[src/rtl/bpc_pkg.sv]
`default_nettype none

package bpc_pkg;

   // widths fixed by the sensor scheme
   localparam int unsigned WORD_W     = 32;
   localparam int unsigned RAW_W      = 19;
   localparam int unsigned UT_W       = 16;
   localparam int unsigned OSS_W      = 2;
   localparam int unsigned CSR_INDEX_W = 2;
   localparam int unsigned CSR_DATA_W  = 64;

   typedef logic [WORD_W-1:0] word_type;

   // configuration register indexes
   typedef enum logic [CSR_INDEX_W-1:0] {
      CSR_OVERSAMPLING    = 2'd0,
      CSR_CAL_TEMPERATURE = 2'd1,
      CSR_CAL_PRESSURE_A  = 2'd2,
      CSR_CAL_PRESSURE_B  = 2'd3
   } csr_index_type;

   // item kinds
   localparam logic OP_TEMPERATURE = 1'b0;
   localparam logic OP_PRESSURE    = 1'b1;

   // compensation constants
   localparam word_type B6_OFFSET   = 32'd4000;
   localparam word_type B4_BIAS     = 32'd32768;
   localparam word_type B7_SCALE    = 32'd50000;
   localparam word_type P_COEF_SQ   = 32'd3038;
   localparam word_type P_COEF_LIN  = 32'hFFFF_E343;   // -7357
   localparam word_type P_COEF_OFS  = 32'd3791;
   localparam word_type ROUND_T     = 32'd8;
   localparam word_type ROUND_2     = 32'd2;

   typedef struct packed {
      logic [OSS_W-1:0] oversampling;
      logic [63:0]      cal_temperature;
      logic [63:0]      cal_pressure_a;
      logic [31:0]      cal_pressure_b;
   } cfg_type;

   // request to the shared divider
   typedef struct packed {
      logic start;
      logic signed_mode;
   } div_req_type;

   function automatic word_type sx16(input logic [15:0] v);
      return {{16{v[15]}}, v};
   endfunction

   function automatic word_type zx16(input logic [15:0] v);
      return {16'b0, v};
   endfunction

   function automatic word_type b7_scale(input logic [OSS_W-1:0] oss);
      return B7_SCALE >> oss;
   endfunction

endpackage

`default_nettype wire

[src/rtl/bpc_req_if.sv]
`default_nettype none

interface bpc_req_if import bpc_pkg::*; ();
   logic             valid;
   logic             ready;
   logic             operation;
   logic [RAW_W-1:0] raw_reading;

   modport source (output valid, output operation, output raw_reading, input ready);
   modport sink   (input valid, input operation, input raw_reading, output ready);
endinterface

`default_nettype wire

[src/rtl/bpc_rsp_if.sv]
`default_nettype none

interface bpc_rsp_if import bpc_pkg::*; ();
   logic        valid;
   logic        ready;
   logic        result_kind;
   logic signed [WORD_W-1:0] compensated_value;
   logic        divide_error;

   modport source (output valid, output result_kind, output compensated_value,
                   output divide_error, input ready);
   modport sink   (input valid, input result_kind, input compensated_value,
                   input divide_error, output ready);
endinterface

`default_nettype wire

[src/rtl/bpc_mul.sv]
`default_nettype none

module bpc_mul import bpc_pkg::*; (
   input  wire logic     clock,
   input  wire logic     enable,
   input  wire word_type a,
   input  wire word_type b,
   output word_type      product
);

   word_type product_ff;
   word_type product_in;

   // low word of the product, wraps like the datasheet arithmetic
   assign product_in = a * b;

   always_ff @(posedge clock) begin
      if (enable) begin
         product_ff <= product_in;
      end
   end

   assign product = product_ff;

endmodule

`default_nettype wire

[src/rtl/bpc_div.sv]
`default_nettype none

module bpc_div import bpc_pkg::*; (
   input  wire logic        clock,
   input  wire logic        reset,
   input  wire div_req_type req,
   input  wire word_type    dividend,
   input  wire word_type    divisor,
   output logic             done,
   output word_type         quotient
);

   localparam int unsigned COUNT_W = $clog2(WORD_W + 1);

   logic               busy_ff, busy_in;
   logic               done_ff, done_in;
   logic               neg_ff, neg_in;
   logic [COUNT_W-1:0] count_ff, count_in;
   word_type           rem_ff, rem_in;
   word_type           quo_ff, quo_in;
   word_type           dvs_ff, dvs_in;

   logic [WORD_W:0]    shifted;
   logic [WORD_W+1:0]  trial;

   // one quotient bit per cycle, restoring
   assign shifted = {rem_ff, quo_ff[WORD_W-1]};
   assign trial   = {1'b0, shifted} - {2'b0, dvs_ff};

   always_comb begin
      busy_in  = busy_ff;
      done_in  = 1'b0;
      neg_in   = neg_ff;
      count_in = count_ff;
      rem_in   = rem_ff;
      quo_in   = quo_ff;
      dvs_in   = dvs_ff;
      if (req.start) begin
         // take magnitudes for a signed divide, remember the sign
         busy_in  = 1'b1;
         count_in = COUNT_W'(WORD_W);
         rem_in   = '0;
         quo_in   = (req.signed_mode && dividend[WORD_W-1]) ? -dividend : dividend;
         dvs_in   = (req.signed_mode && divisor[WORD_W-1]) ? -divisor : divisor;
         neg_in   = req.signed_mode && (dividend[WORD_W-1] ^ divisor[WORD_W-1]);
      end else if (busy_ff && count_ff != '0) begin
         count_in = count_ff - COUNT_W'(1);
         if (!trial[WORD_W+1]) begin
            rem_in = trial[WORD_W-1:0];
            quo_in = {quo_ff[WORD_W-2:0], 1'b1};
         end else begin
            rem_in = shifted[WORD_W-1:0];
            quo_in = {quo_ff[WORD_W-2:0], 1'b0};
         end
      end else if (busy_ff) begin
         // apply the sign and finish
         quo_in  = neg_ff ? -quo_ff : quo_ff;
         busy_in = 1'b0;
         done_in = 1'b1;
      end
   end

   always_ff @(posedge clock) begin
      if (reset) begin
         busy_ff  <= 1'b0;
         done_ff  <= 1'b0;
         count_ff <= '0;
      end else begin
         busy_ff  <= busy_in;
         done_ff  <= done_in;
         count_ff <= count_in;
      end
      neg_ff <= neg_in;
      rem_ff <= rem_in;
      quo_ff <= quo_in;
      dvs_ff <= dvs_in;
   end

   assign done     = done_ff;
   assign quotient = quo_ff;

   // a new divide never lands on one in flight
   a_no_restart: assert property (@(posedge clock) disable iff (reset)
      req.start |-> !busy_ff)
      else $error("divider restarted while busy");

   a_done_after_busy: assert property (@(posedge clock) disable iff (reset)
      done_ff |-> $past(busy_ff))
      else $error("divider done without a divide");

   a_count_idle: assert property (@(posedge clock) disable iff (reset)
      !busy_ff |-> count_ff == '0 || $past(req.start) == 1'b0 && count_ff == '0)
      else $error("divider count left over while idle");

endmodule

`default_nettype wire

[src/rtl/bpc_seq.sv]
`default_nettype none

module bpc_seq import bpc_pkg::*; (
   input  wire logic    clock,
   input  wire logic    reset,
   input  wire cfg_type cfg,
   bpc_req_if.sink      req_port,
   bpc_rsp_if.source    rsp_port
);

   localparam int unsigned STATE_W = 33;

   typedef enum logic [STATE_W-1:0] {
      ST_IDLE    = 33'h1 << 0,
      ST_T_DIFF  = 33'h1 << 1,
      ST_T_MUL   = 33'h1 << 2,
      ST_T_X1    = 33'h1 << 3,
      ST_T_DEN   = 33'h1 << 4,
      ST_T_CHK   = 33'h1 << 5,
      ST_T_DWAIT = 33'h1 << 6,
      ST_T_OUT   = 33'h1 << 7,
      ST_P_B6    = 33'h1 << 8,
      ST_P_SQM   = 33'h1 << 9,
      ST_P_SQ    = 33'h1 << 10,
      ST_P_X1M   = 33'h1 << 11,
      ST_P_X1    = 33'h1 << 12,
      ST_P_X3    = 33'h1 << 13,
      ST_P_B3A   = 33'h1 << 14,
      ST_P_B3B   = 33'h1 << 15,
      ST_P_X3B   = 33'h1 << 16,
      ST_P_X3C   = 33'h1 << 17,
      ST_P_X3D   = 33'h1 << 18,
      ST_P_B4M   = 33'h1 << 19,
      ST_P_B4    = 33'h1 << 20,
      ST_P_B7A   = 33'h1 << 21,
      ST_P_B7M   = 33'h1 << 22,
      ST_P_B7    = 33'h1 << 23,
      ST_P_DWAIT = 33'h1 << 24,
      ST_P_F1M   = 33'h1 << 25,
      ST_P_F1    = 33'h1 << 26,
      ST_P_F1S   = 33'h1 << 27,
      ST_P_F2    = 33'h1 << 28,
      ST_P_S1    = 33'h1 << 29,
      ST_P_S2    = 33'h1 << 30,
      ST_P_FIN   = 33'h1 << 31,
      ST_DONE    = 33'h1 << 32
   } state_type;

   state_type        state_ff, state_in;
   logic             op_ff, op_in;
   logic [RAW_W-1:0] raw_ff, raw_in;
   word_type         r0_ff, r0_in;
   word_type         r1_ff, r1_in;
   word_type         r2_ff, r2_in;
   word_type         r3_ff, r3_in;
   word_type         b5_ff, b5_in;
   word_type         val_ff, val_in;
   logic             err_ff, err_in;
   logic             rsp_valid_ff, rsp_valid_in;
   logic             rsp_kind_ff, rsp_kind_in;
   word_type         rsp_value_ff, rsp_value_in;
   logic             rsp_err_ff, rsp_err_in;

   logic             mul_en;
   word_type         mul_a, mul_b, prod;
   div_req_type      div_req;
   word_type         div_dividend, div_divisor, quot;
   logic             div_done;
   logic             accept;

   word_type ac1, ac2, ac3, ac4, ac5, ac6, mc, md, b1, b2;

   // unpack calibration words
   assign ac5 = zx16(cfg.cal_temperature[63:48]);
   assign ac6 = zx16(cfg.cal_temperature[47:32]);
   assign mc  = sx16(cfg.cal_temperature[31:16]);
   assign md  = sx16(cfg.cal_temperature[15:0]);
   assign ac1 = sx16(cfg.cal_pressure_a[63:48]);
   assign ac2 = sx16(cfg.cal_pressure_a[47:32]);
   assign ac3 = sx16(cfg.cal_pressure_a[31:16]);
   assign ac4 = zx16(cfg.cal_pressure_a[15:0]);
   assign b1  = sx16(cfg.cal_pressure_b[31:16]);
   assign b2  = sx16(cfg.cal_pressure_b[15:0]);

   bpc_mul u_mul (
      .clock   (clock),
      .enable  (mul_en),
      .a       (mul_a),
      .b       (mul_b),
      .product (prod)
   );

   bpc_div u_div (
      .clock    (clock),
      .reset    (reset),
      .req      (div_req),
      .dividend (div_dividend),
      .divisor  (div_divisor),
      .done     (div_done),
      .quotient (quot)
   );

   assign req_port.ready = (state_ff == ST_IDLE);
   assign accept         = req_port.valid && req_port.ready;

   // one step per cycle except in divide and output waits
   always_comb begin
      state_in     = state_ff;
      op_in        = op_ff;
      raw_in       = raw_ff;
      r0_in        = r0_ff;
      r1_in        = r1_ff;
      r2_in        = r2_ff;
      r3_in        = r3_ff;
      b5_in        = b5_ff;
      val_in       = val_ff;
      err_in       = err_ff;
      mul_en       = 1'b0;
      mul_a        = r0_ff;
      mul_b        = r0_ff;
      div_req      = '0;
      div_dividend = r1_ff;
      div_divisor  = r2_ff;
      rsp_valid_in = rsp_valid_ff && !rsp_port.ready;
      rsp_kind_in  = rsp_kind_ff;
      rsp_value_in = rsp_value_ff;
      rsp_err_in   = rsp_err_ff;

      case (state_ff)
         ST_IDLE: begin
            if (accept) begin
               op_in    = req_port.operation;
               raw_in   = req_port.raw_reading;
               err_in   = 1'b0;
               state_in = (req_port.operation == OP_PRESSURE) ? ST_P_B6 : ST_T_DIFF;
            end
         end
         // temperature: x1, divide, b5
         ST_T_DIFF: begin
            r0_in    = {{(WORD_W-UT_W){1'b0}}, raw_ff[UT_W-1:0]} - ac6;
            state_in = ST_T_MUL;
         end
         ST_T_MUL: begin
            mul_en   = 1'b1;
            mul_a    = r0_ff;
            mul_b    = ac5;
            state_in = ST_T_X1;
         end
         ST_T_X1: begin
            r1_in    = word_type'($signed(prod) >>> 15);
            state_in = ST_T_DEN;
         end
         ST_T_DEN: begin
            r2_in    = r1_ff + md;
            state_in = ST_T_CHK;
         end
         ST_T_CHK: begin
            if (r2_ff == '0) begin
               val_in   = '0;
               err_in   = 1'b1;
               state_in = ST_DONE;
            end else begin
               div_req.start       = 1'b1;
               div_req.signed_mode = 1'b1;
               div_dividend        = mc << 11;
               div_divisor         = r2_ff;
               state_in            = ST_T_DWAIT;
            end
         end
         ST_T_DWAIT: begin
            if (div_done) begin
               b5_in    = r1_ff + quot;
               state_in = ST_T_OUT;
            end
         end
         ST_T_OUT: begin
            val_in   = word_type'($signed(b5_ff + ROUND_T) >>> 4);
            state_in = ST_DONE;
         end
         // pressure: b6, b3, b4
         ST_P_B6: begin
            r0_in    = b5_ff - B6_OFFSET;
            state_in = ST_P_SQM;
         end
         ST_P_SQM: begin
            mul_en   = 1'b1;
            mul_a    = r0_ff;
            mul_b    = r0_ff;
            state_in = ST_P_SQ;
         end
         ST_P_SQ: begin
            r1_in    = word_type'($signed(prod) >>> 12);
            state_in = ST_P_X1M;
         end
         ST_P_X1M: begin
            mul_en   = 1'b1;
            mul_a    = b2;
            mul_b    = r1_ff;
            state_in = ST_P_X1;
         end
         ST_P_X1: begin
            r2_in    = word_type'($signed(prod) >>> 11);
            mul_en   = 1'b1;
            mul_a    = ac2;
            mul_b    = r0_ff;
            state_in = ST_P_X3;
         end
         ST_P_X3: begin
            r2_in    = r2_ff + word_type'($signed(prod) >>> 11);
            state_in = ST_P_B3A;
         end
         ST_P_B3A: begin
            r3_in    = (ac1 << 2) + r2_ff;
            mul_en   = 1'b1;
            mul_a    = ac3;
            mul_b    = r0_ff;
            state_in = ST_P_B3B;
         end
         ST_P_B3B: begin
            r3_in    = word_type'($signed((r3_ff << cfg.oversampling) + ROUND_2) >>> 2);
            r2_in    = word_type'($signed(prod) >>> 13);
            mul_en   = 1'b1;
            mul_a    = b1;
            mul_b    = r1_ff;
            state_in = ST_P_X3B;
         end
         ST_P_X3B: begin
            r2_in    = r2_ff + word_type'($signed(prod) >>> 16);
            state_in = ST_P_X3C;
         end
         ST_P_X3C: begin
            r2_in    = word_type'($signed(r2_ff + ROUND_2) >>> 2);
            state_in = ST_P_X3D;
         end
         ST_P_X3D: begin
            r2_in    = r2_ff + B4_BIAS;
            state_in = ST_P_B4M;
         end
         ST_P_B4M: begin
            mul_en   = 1'b1;
            mul_a    = ac4;
            mul_b    = r2_ff;
            state_in = ST_P_B4;
         end
         ST_P_B4: begin
            r2_in    = prod >> 15;
            state_in = ST_P_B7A;
         end
         // pressure: b7 and the unsigned divide
         ST_P_B7A: begin
            if (r2_ff == '0) begin
               val_in   = '0;
               err_in   = 1'b1;
               state_in = ST_DONE;
            end else begin
               r1_in    = {{(WORD_W-RAW_W){1'b0}}, raw_ff} - r3_ff;
               state_in = ST_P_B7M;
            end
         end
         ST_P_B7M: begin
            mul_en   = 1'b1;
            mul_a    = r1_ff;
            mul_b    = b7_scale(cfg.oversampling);
            state_in = ST_P_B7;
         end
         ST_P_B7: begin
            r1_in               = prod;
            div_req.start       = 1'b1;
            div_req.signed_mode = 1'b0;
            div_dividend        = prod[WORD_W-1] ? prod : (prod << 1);
            div_divisor         = r2_ff;
            state_in            = ST_P_DWAIT;
         end
         ST_P_DWAIT: begin
            if (div_done) begin
               r0_in    = r1_ff[WORD_W-1] ? (quot << 1) : quot;
               state_in = ST_P_F1M;
            end
         end
         // pressure: final correction
         ST_P_F1M: begin
            mul_en   = 1'b1;
            mul_a    = word_type'($signed(r0_ff) >>> 8);
            mul_b    = word_type'($signed(r0_ff) >>> 8);
            state_in = ST_P_F1;
         end
         ST_P_F1: begin
            mul_en   = 1'b1;
            mul_a    = prod;
            mul_b    = P_COEF_SQ;
            state_in = ST_P_F1S;
         end
         ST_P_F1S: begin
            r1_in    = word_type'($signed(prod) >>> 16);
            mul_en   = 1'b1;
            mul_a    = P_COEF_LIN;
            mul_b    = r0_ff;
            state_in = ST_P_F2;
         end
         ST_P_F2: begin
            r2_in    = word_type'($signed(prod) >>> 16);
            state_in = ST_P_S1;
         end
         ST_P_S1: begin
            r1_in    = r1_ff + r2_ff;
            state_in = ST_P_S2;
         end
         ST_P_S2: begin
            r1_in    = word_type'($signed(r1_ff + P_COEF_OFS) >>> 4);
            state_in = ST_P_FIN;
         end
         ST_P_FIN: begin
            val_in   = r0_ff + r1_ff;
            state_in = ST_DONE;
         end
         // hand the word to the output register once it is free
         ST_DONE: begin
            if (!rsp_valid_ff || rsp_port.ready) begin
               rsp_valid_in = 1'b1;
               rsp_kind_in  = op_ff;
               rsp_value_in = val_ff;
               rsp_err_in   = err_ff;
               state_in     = ST_IDLE;
            end
         end
         default: begin
            state_in = ST_IDLE;
         end
      endcase
   end

   always_ff @(posedge clock) begin
      if (reset) begin
         state_ff     <= ST_IDLE;
         b5_ff        <= '0;
         rsp_valid_ff <= 1'b0;
      end else begin
         state_ff     <= state_in;
         b5_ff        <= b5_in;
         rsp_valid_ff <= rsp_valid_in;
      end
      op_ff        <= op_in;
      raw_ff       <= raw_in;
      r0_ff        <= r0_in;
      r1_ff        <= r1_in;
      r2_ff        <= r2_in;
      r3_ff        <= r3_in;
      val_ff       <= val_in;
      err_ff       <= err_in;
      rsp_kind_ff  <= rsp_kind_in;
      rsp_value_ff <= rsp_value_in;
      rsp_err_ff   <= rsp_err_in;
   end

   assign rsp_port.valid             = rsp_valid_ff;
   assign rsp_port.result_kind       = rsp_kind_ff;
   assign rsp_port.compensated_value = rsp_value_ff;
   assign rsp_port.divide_error      = rsp_err_ff;

   a_err_zero: assert property (@(posedge clock) disable iff (reset)
      (rsp_valid_ff && rsp_err_ff) |-> rsp_value_ff == '0)
      else $error("divide error word carries a non-zero value");

   a_accept_leaves_idle: assert property (@(posedge clock) disable iff (reset)
      accept |=> state_ff != ST_IDLE)
      else $error("accepted word did not start the sequencer");

   a_div_done_waited: assert property (@(posedge clock) disable iff (reset)
      div_done |-> (state_ff == ST_T_DWAIT || state_ff == ST_P_DWAIT))
      else $error("divider finished outside a wait step");

   a_b5_held: assert property (@(posedge clock) disable iff (reset)
      (state_ff != ST_T_DWAIT) |=> $stable(b5_ff))
      else $error("stored B5 changed outside a temperature word");

endmodule

`default_nettype wire

[src/rtl/barometric_pressure_compensation.sv]
`default_nettype none

// Barometric pressure compensation, datasheet integer scheme. A temperature word
// (operation 0) turns the raw 16-bit reading into tenths of a degree and keeps
// B5 for later pressure words; a pressure word (operation 1) turns the raw
// reading into pascal from the stored B5, the calibration registers and the
// oversampling setting. One word is worked at a time. The divider works through
// 32 quotient-bit steps and one sign step; the other steps share one registered
// 32x32 multiplier. A zero divisor skips the divide and the steps after it.
// req_port.ready is high while the sequencer is idle, and the finished word
// sits in an output register so the next word may be taken while it waits.
// A zero divisor gives value 0 with divide_error set and, for temperature,
// leaves B5 unchanged. The user must write calibration through the csr_ port
// only while no word is in flight; the block itself does not enforce this.

module barometric_pressure_compensation import bpc_pkg::*; (
   input  wire logic                   clock,
   input  wire logic                   reset,
   bpc_req_if.sink                     req_port,
   bpc_rsp_if.source                   rsp_port,
   input  wire logic                   csr_write_enable,
   input  wire logic [CSR_INDEX_W-1:0] csr_index,
   input  wire logic [CSR_DATA_W-1:0]  csr_write_data
);

   cfg_type cfg_ff, cfg_in;

   // register writes
   always_comb begin
      cfg_in = cfg_ff;
      if (csr_write_enable) begin
         case (csr_index_type'(csr_index))
            CSR_OVERSAMPLING:    cfg_in.oversampling    = csr_write_data[OSS_W-1:0];
            CSR_CAL_TEMPERATURE: cfg_in.cal_temperature = csr_write_data;
            CSR_CAL_PRESSURE_A:  cfg_in.cal_pressure_a  = csr_write_data;
            CSR_CAL_PRESSURE_B:  cfg_in.cal_pressure_b  = csr_write_data[31:0];
            default: begin
               cfg_in = cfg_ff;
            end
         endcase
      end
   end

   always_ff @(posedge clock) begin
      if (reset) begin
         cfg_ff <= '0;
      end else begin
         cfg_ff <= cfg_in;
      end
   end

   bpc_seq u_seq (
      .clock    (clock),
      .reset    (reset),
      .cfg      (cfg_ff),
      .req_port (req_port),
      .rsp_port (rsp_port)
   );

endmodule

`default_nettype wire

[src/flat_wrapper.sv]
// flat-port wrapper written by rule: the top's interface ports become plain ports
module barometric_pressure_compensation_flat import bpc_pkg::*;
  (clock, reset, csr_write_enable, csr_index, csr_write_data, req_port_valid, req_port_operation, req_port_raw_reading, req_port_ready, rsp_port_valid, rsp_port_result_kind, rsp_port_compensated_value, rsp_port_divide_error, rsp_port_ready);
  bpc_req_if req_port_i ();
  bpc_rsp_if rsp_port_i ();
  input  wire logic clock;
  input  wire logic reset;
  input  wire logic csr_write_enable;
  input  wire logic [CSR_INDEX_W-1:0] csr_index;
  input  wire logic [CSR_DATA_W-1:0] csr_write_data;
  input wire logic [$bits(req_port_i.valid)-1:0] req_port_valid;
  input wire logic [$bits(req_port_i.operation)-1:0] req_port_operation;
  input wire logic [$bits(req_port_i.raw_reading)-1:0] req_port_raw_reading;
  output wire logic [$bits(req_port_i.ready)-1:0] req_port_ready;
  output wire logic [$bits(rsp_port_i.valid)-1:0] rsp_port_valid;
  output wire logic [$bits(rsp_port_i.result_kind)-1:0] rsp_port_result_kind;
  output wire logic [$bits(rsp_port_i.compensated_value)-1:0] rsp_port_compensated_value;
  output wire logic [$bits(rsp_port_i.divide_error)-1:0] rsp_port_divide_error;
  input wire logic [$bits(rsp_port_i.ready)-1:0] rsp_port_ready;
  assign req_port_i.valid = req_port_valid;
  assign req_port_i.operation = req_port_operation;
  assign req_port_i.raw_reading = req_port_raw_reading;
  assign req_port_ready = req_port_i.ready;
  assign rsp_port_valid = rsp_port_i.valid;
  assign rsp_port_result_kind = rsp_port_i.result_kind;
  assign rsp_port_compensated_value = rsp_port_i.compensated_value;
  assign rsp_port_divide_error = rsp_port_i.divide_error;
  assign rsp_port_i.ready = rsp_port_ready;
  barometric_pressure_compensation u_core (.clock(clock), .reset(reset), .req_port(req_port_i), .rsp_port(rsp_port_i), .csr_write_enable(csr_write_enable), .csr_index(csr_index), .csr_write_data(csr_write_data));
endmodule
[config.mk]
export PLATFORM = sky130hd
export DESIGN_NAME = barometric_pressure_compensation_flat
export DESIGN_NICKNAME = d
export VERILOG_FILES = /design/src/rtl/bpc_pkg.sv /design/src/rtl/bpc_req_if.sv /design/src/rtl/bpc_rsp_if.sv /design/src/rtl/bpc_mul.sv /design/src/rtl/bpc_div.sv /design/src/rtl/bpc_seq.sv /design/src/rtl/barometric_pressure_compensation.sv /design/src/flat_wrapper.sv
export SDC_FILE = /design/constraint.sdc
export NUM_CORES = 2
export LEC_CHECK = 0
export BUFFER_PORTS_ARGS = -buffer_cell sky130_fd_sc_hd__clkbuf_2
export CAP_MARGIN = 20
export CORE_MARGIN = 10
export CORE_UTILIZATION = 30
export CTS_CLUSTER_DIAMETER = 50
export DETAILED_ROUTE_END_ITERATION = 6
export SYNTH_ARGS = -nofsm -noshare
export SYNTH_HDL_FRONTEND = slang
export SYNTH_HIERARCHICAL = 1
export SYNTH_SLANG_ARGS = --single-unit
[constraint.sdc]
create_clock -name clock -period 11.1 [get_ports clock]
set_input_delay 2.22 -clock clock [delete_from_list [all_inputs] [get_ports clock]]
set_output_delay 2.22 -clock clock [all_outputs]
set_load 0.1 [all_outputs]
==> results.md <==
* Worst setup path class: flip-flop to flip-flop
* Area leader, netlist: edfxtp_1
* Register clock-pin slew on the reported worst setup and hold paths at roughly 60 ps
* Min cycle time layout at ~11,000 ps
* Largest family of logic cells by synthesized area: adder cells
* Flops & latches, synth at 580
* Syn_nets at about 7.9k
* Hold Vio Cnt, Final at 0
* Worst path arrival time at 11,100 ps
* Hold slack at ~420 ps
* Met1 Use GR at 29.1%
* P_leak at 28.4 nW
* Slowest stage delay, CP at roughly 720 ps
* Gr busiest metal: met2
* M3 GR Usage at approximately 5%
* Final Max Slew Viols at 0
* Mux contribution to synthesized area at under 10%
* Total wire length at roughly 250 mm
* Reg area at 14,700 um^2
* Share of the yosys chip area belonging to registers at 24.1%
* R2R depth at 32
* Met2 GRT Util at roughly 31%
* Hold Crit Depth at 0
* Pin count of the biggest net entering global routing at 133
* Total clock buffers created by CTS at slightly below 90
* Worst setup EP type: flip-flop
* Drt via density at 5.61
* Post-CTS setup buffer count at 0
* Critical path launch point type: flip-flop
* Worst vdd ir at slightly above 0.5 mV
* Power Density at slightly above 200 nW/um^2
* Compound-cell area share of the yosys netlist at between 15 and 20%
* Clock tree sinks at 580
* PostCTS Resize Cnt at 0
* Placer congestion estimate at between 0.9 and 1
* CTS tree: yes
* Predominant post-synthesis flop cell: edfxtp_1
* Worst Hold Class: flip-flop to flip-flop
* Die H at between 400 and 500 um
* Simple-gate share of the synthesized area at between 10% and 20%
* Max clock buf depth at 3
* TNS Setup at 0 ps
* Adder-cell share of the synthesized area at between 20% and 30%
* CP max-delay cell: a21oi_1
* Filler cell count at ~21k
* Number of buffers added on ports at 126
* Max-slew headroom at a little over 20%
* CTS Hold Bufs at 0
* First-pass GRT wire length at 358 mm
* Initial antenna violation count at 17
* EDFF count, synth at roughly 310
* Layout area overhead at 12.0%
* CP bufs+invs at 8
* Share of the synthesized area in the top cell type at 15.3%
* CP required at between 10,000 and 15,000 ps
* RSZ-0062 raised after global routing: no
* Root buf cell: clkbuf_16
* Mapped cell area at 61,200 um^2
* Tcrit/Tclk final at about 96%
* Clock Latency Late Sink at around 750 ps
* Asr flop ratio synth at 0%
* CP delay by family, top: adder cells
* Area of the multi-input gates at 42,900 um^2
* Post-route ant nets at 0
* Layout cells sized above 1 at under 10%
* Failing checks: design-rule violations
* Wire per inst at between 20 and 30 um
* Row count at around 170
* Dpl hpwl at approximately 190 mm
* Router iterations before antenna repair at 7
* Drc violations at 33
* Die W at 472 um
* Worst Path Max Fanout at 39
* Vias at approximately 55k
* F_max at 94.3 MHz
* Clk_skew at 79.9 ps
* Commonest non-fill, non-tap cells in the layout: nand2_1 (596), inv_1 (581), a21oi_1 (417), fa_1 (417), nor2_1 (410)
* Syn avg cell area at 8.75 um^2
* H-tree levels at 3
* Die ar. at ~220,000 um^2
* Outcome: finished, violations left
* Initial drt markers at ~6.9k
* Core Area at a little over 200,000 um^2
* Most common cell after layout, fill and taps aside: nand2_1
* Yosys warnings at 6
* Yosys cell types at 100
* Initial core utilization at 30.2%
* Most Frequent Cell on Critical Path: fa_1
* Gr ovfl total at 0
* Number of global-route vias before repair at 53.3k
* Ports at around 130
* Worst-Margin Slew at 1200 ps
* NumNets Final at a little under 8k
* Number of cells on the critical path at 32
* Post-Synth XOR/XNOR Area at a little over 7%
* Area contributors post-synth: edfxtp_1 (15%), fa_1 (14%), dfxtp_1 (8.8%)
* Post-Syn Instances at roughly 7.0k
* Max cap viols at 0
* Final setup vio count at 0
* Gr usage total at 21.1%
state kept, by name, indices dropped and copies added, names as in the netlist, 6 cells and up:
name and flops:
u_core/u_seq/u_div/count_ff 6, u_core/u_seq/state_ff 33, u_core/u_seq/r2_ff 32, u_core/u_seq/val_ff 32, u_core/u_seq/u_div/quotient 32, u_core/u_seq/r3_ff 32, u_core/u_seq/r0_ff 32, u_core/u_seq/u_mul/product 32
u_core/u_seq/rsp_port.compensated_value 32, u_core/u_seq/r1_ff 32, u_core/cfg_ff 162, u_core/u_seq/raw_ff 19, u_core/u_seq/u_div/rem_ff 32, u_core/u_seq/b5_ff 32, u_core/u_seq/u_div/dvs_ff 32
per-layer routing:
metal	share of wire, %	wire [um]
met3	10	25200
met4	5.4	13200
met1	43	106000
met5	0.019	47
met2	41	102000
where the power goes:
part	internal, mW	total (mW)	switching (mW)	leakage, nW
Sequential	2.68	2.74	0.0650	5.01
Clock	1.71	2.94	1.23	1.49
Combinational	3.54	8.51	4.96	21.9
worst paths after layout:
kind | from | end | slack, ps
worst max register to register | u_core/u_seq/state_ff[2]$_SDFFE_PP0P_ | u_core/u_seq/u_mul/product[31]$_DFFE_PP_ | 490
worst min-delay path | u_core/u_seq/val_ff[27]$_DFFE_PP_ | u_core/u_seq/rsp_port.compensated_value[27]$_DFFE_PP_ | 420
worst min register to register | u_core/u_seq/val_ff[27]$_DFFE_PP_ | u_core/u_seq/rsp_port.compensated_value[27]$_DFFE_PP_ | 420
worst max-delay path | u_core/u_seq/state_ff[2]$_SDFFE_PP0P_ | u_core/u_seq/u_mul/product[31]$_DFFE_PP_ | 490
logic make-up after synthesis:
| kind of cell | Yosys count |
|---|---|
| compound gates | 1538 |
| xor+xnor | 499 |
| fa+ha+maj | 812 |
| buf+inv | 964 |
| flops | 580 |
| mux | 282 |
| simple gates | 2327 |
layout make-up:
type	instances	area share [%]
inverters	583	3.19
clock inverters	55	1.12
diodes	1	0.00365
repair buffers	336	3.37
well taps	2672	4.87
flip-flops and latches	580	21.5
multi-input cells	5458	62.6
clock buffers	107	3.40
synthesized netlist by cell type, drive strengths merged, types with 27 or more instances:
library cell,instances
nand2,598
inv,583
nor2,425
a21oi,424
fa,417
and2,399
ha,395
edfxtp,312
o21ai,308
clkbuf,303
xnor2,301
nand2b,282
mux2i,271
dfxtp,268
xor2,198
nand3,138
a21o,133
nor3,99
buf,78
a222oi,67
a22oi,63
o21a,63
a211oi,59
and3,58
a221oi,55
a31oi,55
nor4,54
or3,52
nand4,50
o211ai,45
nor2b,41
o221ai,37
a221o,30
o21bai,30
o22ai,29
nand3b,27
through the flow:
stage               setup WS (ps)  cells  area (um^2)  utilization [%]  total power, mW
floorplan                    1310   7002        61200                -             8.93
global placement              702   9624        65400             32.3             11.1
detailed placement            602   9625        65400             32.3             11.2
CTS                           578   9787        68500             33.8             14.2
global route                 96.9   9791        68600             33.8             15.3
finish                        491   9792        68600             33.9             14.2
No activity file was read; power rests on OpenSTA's default activity.
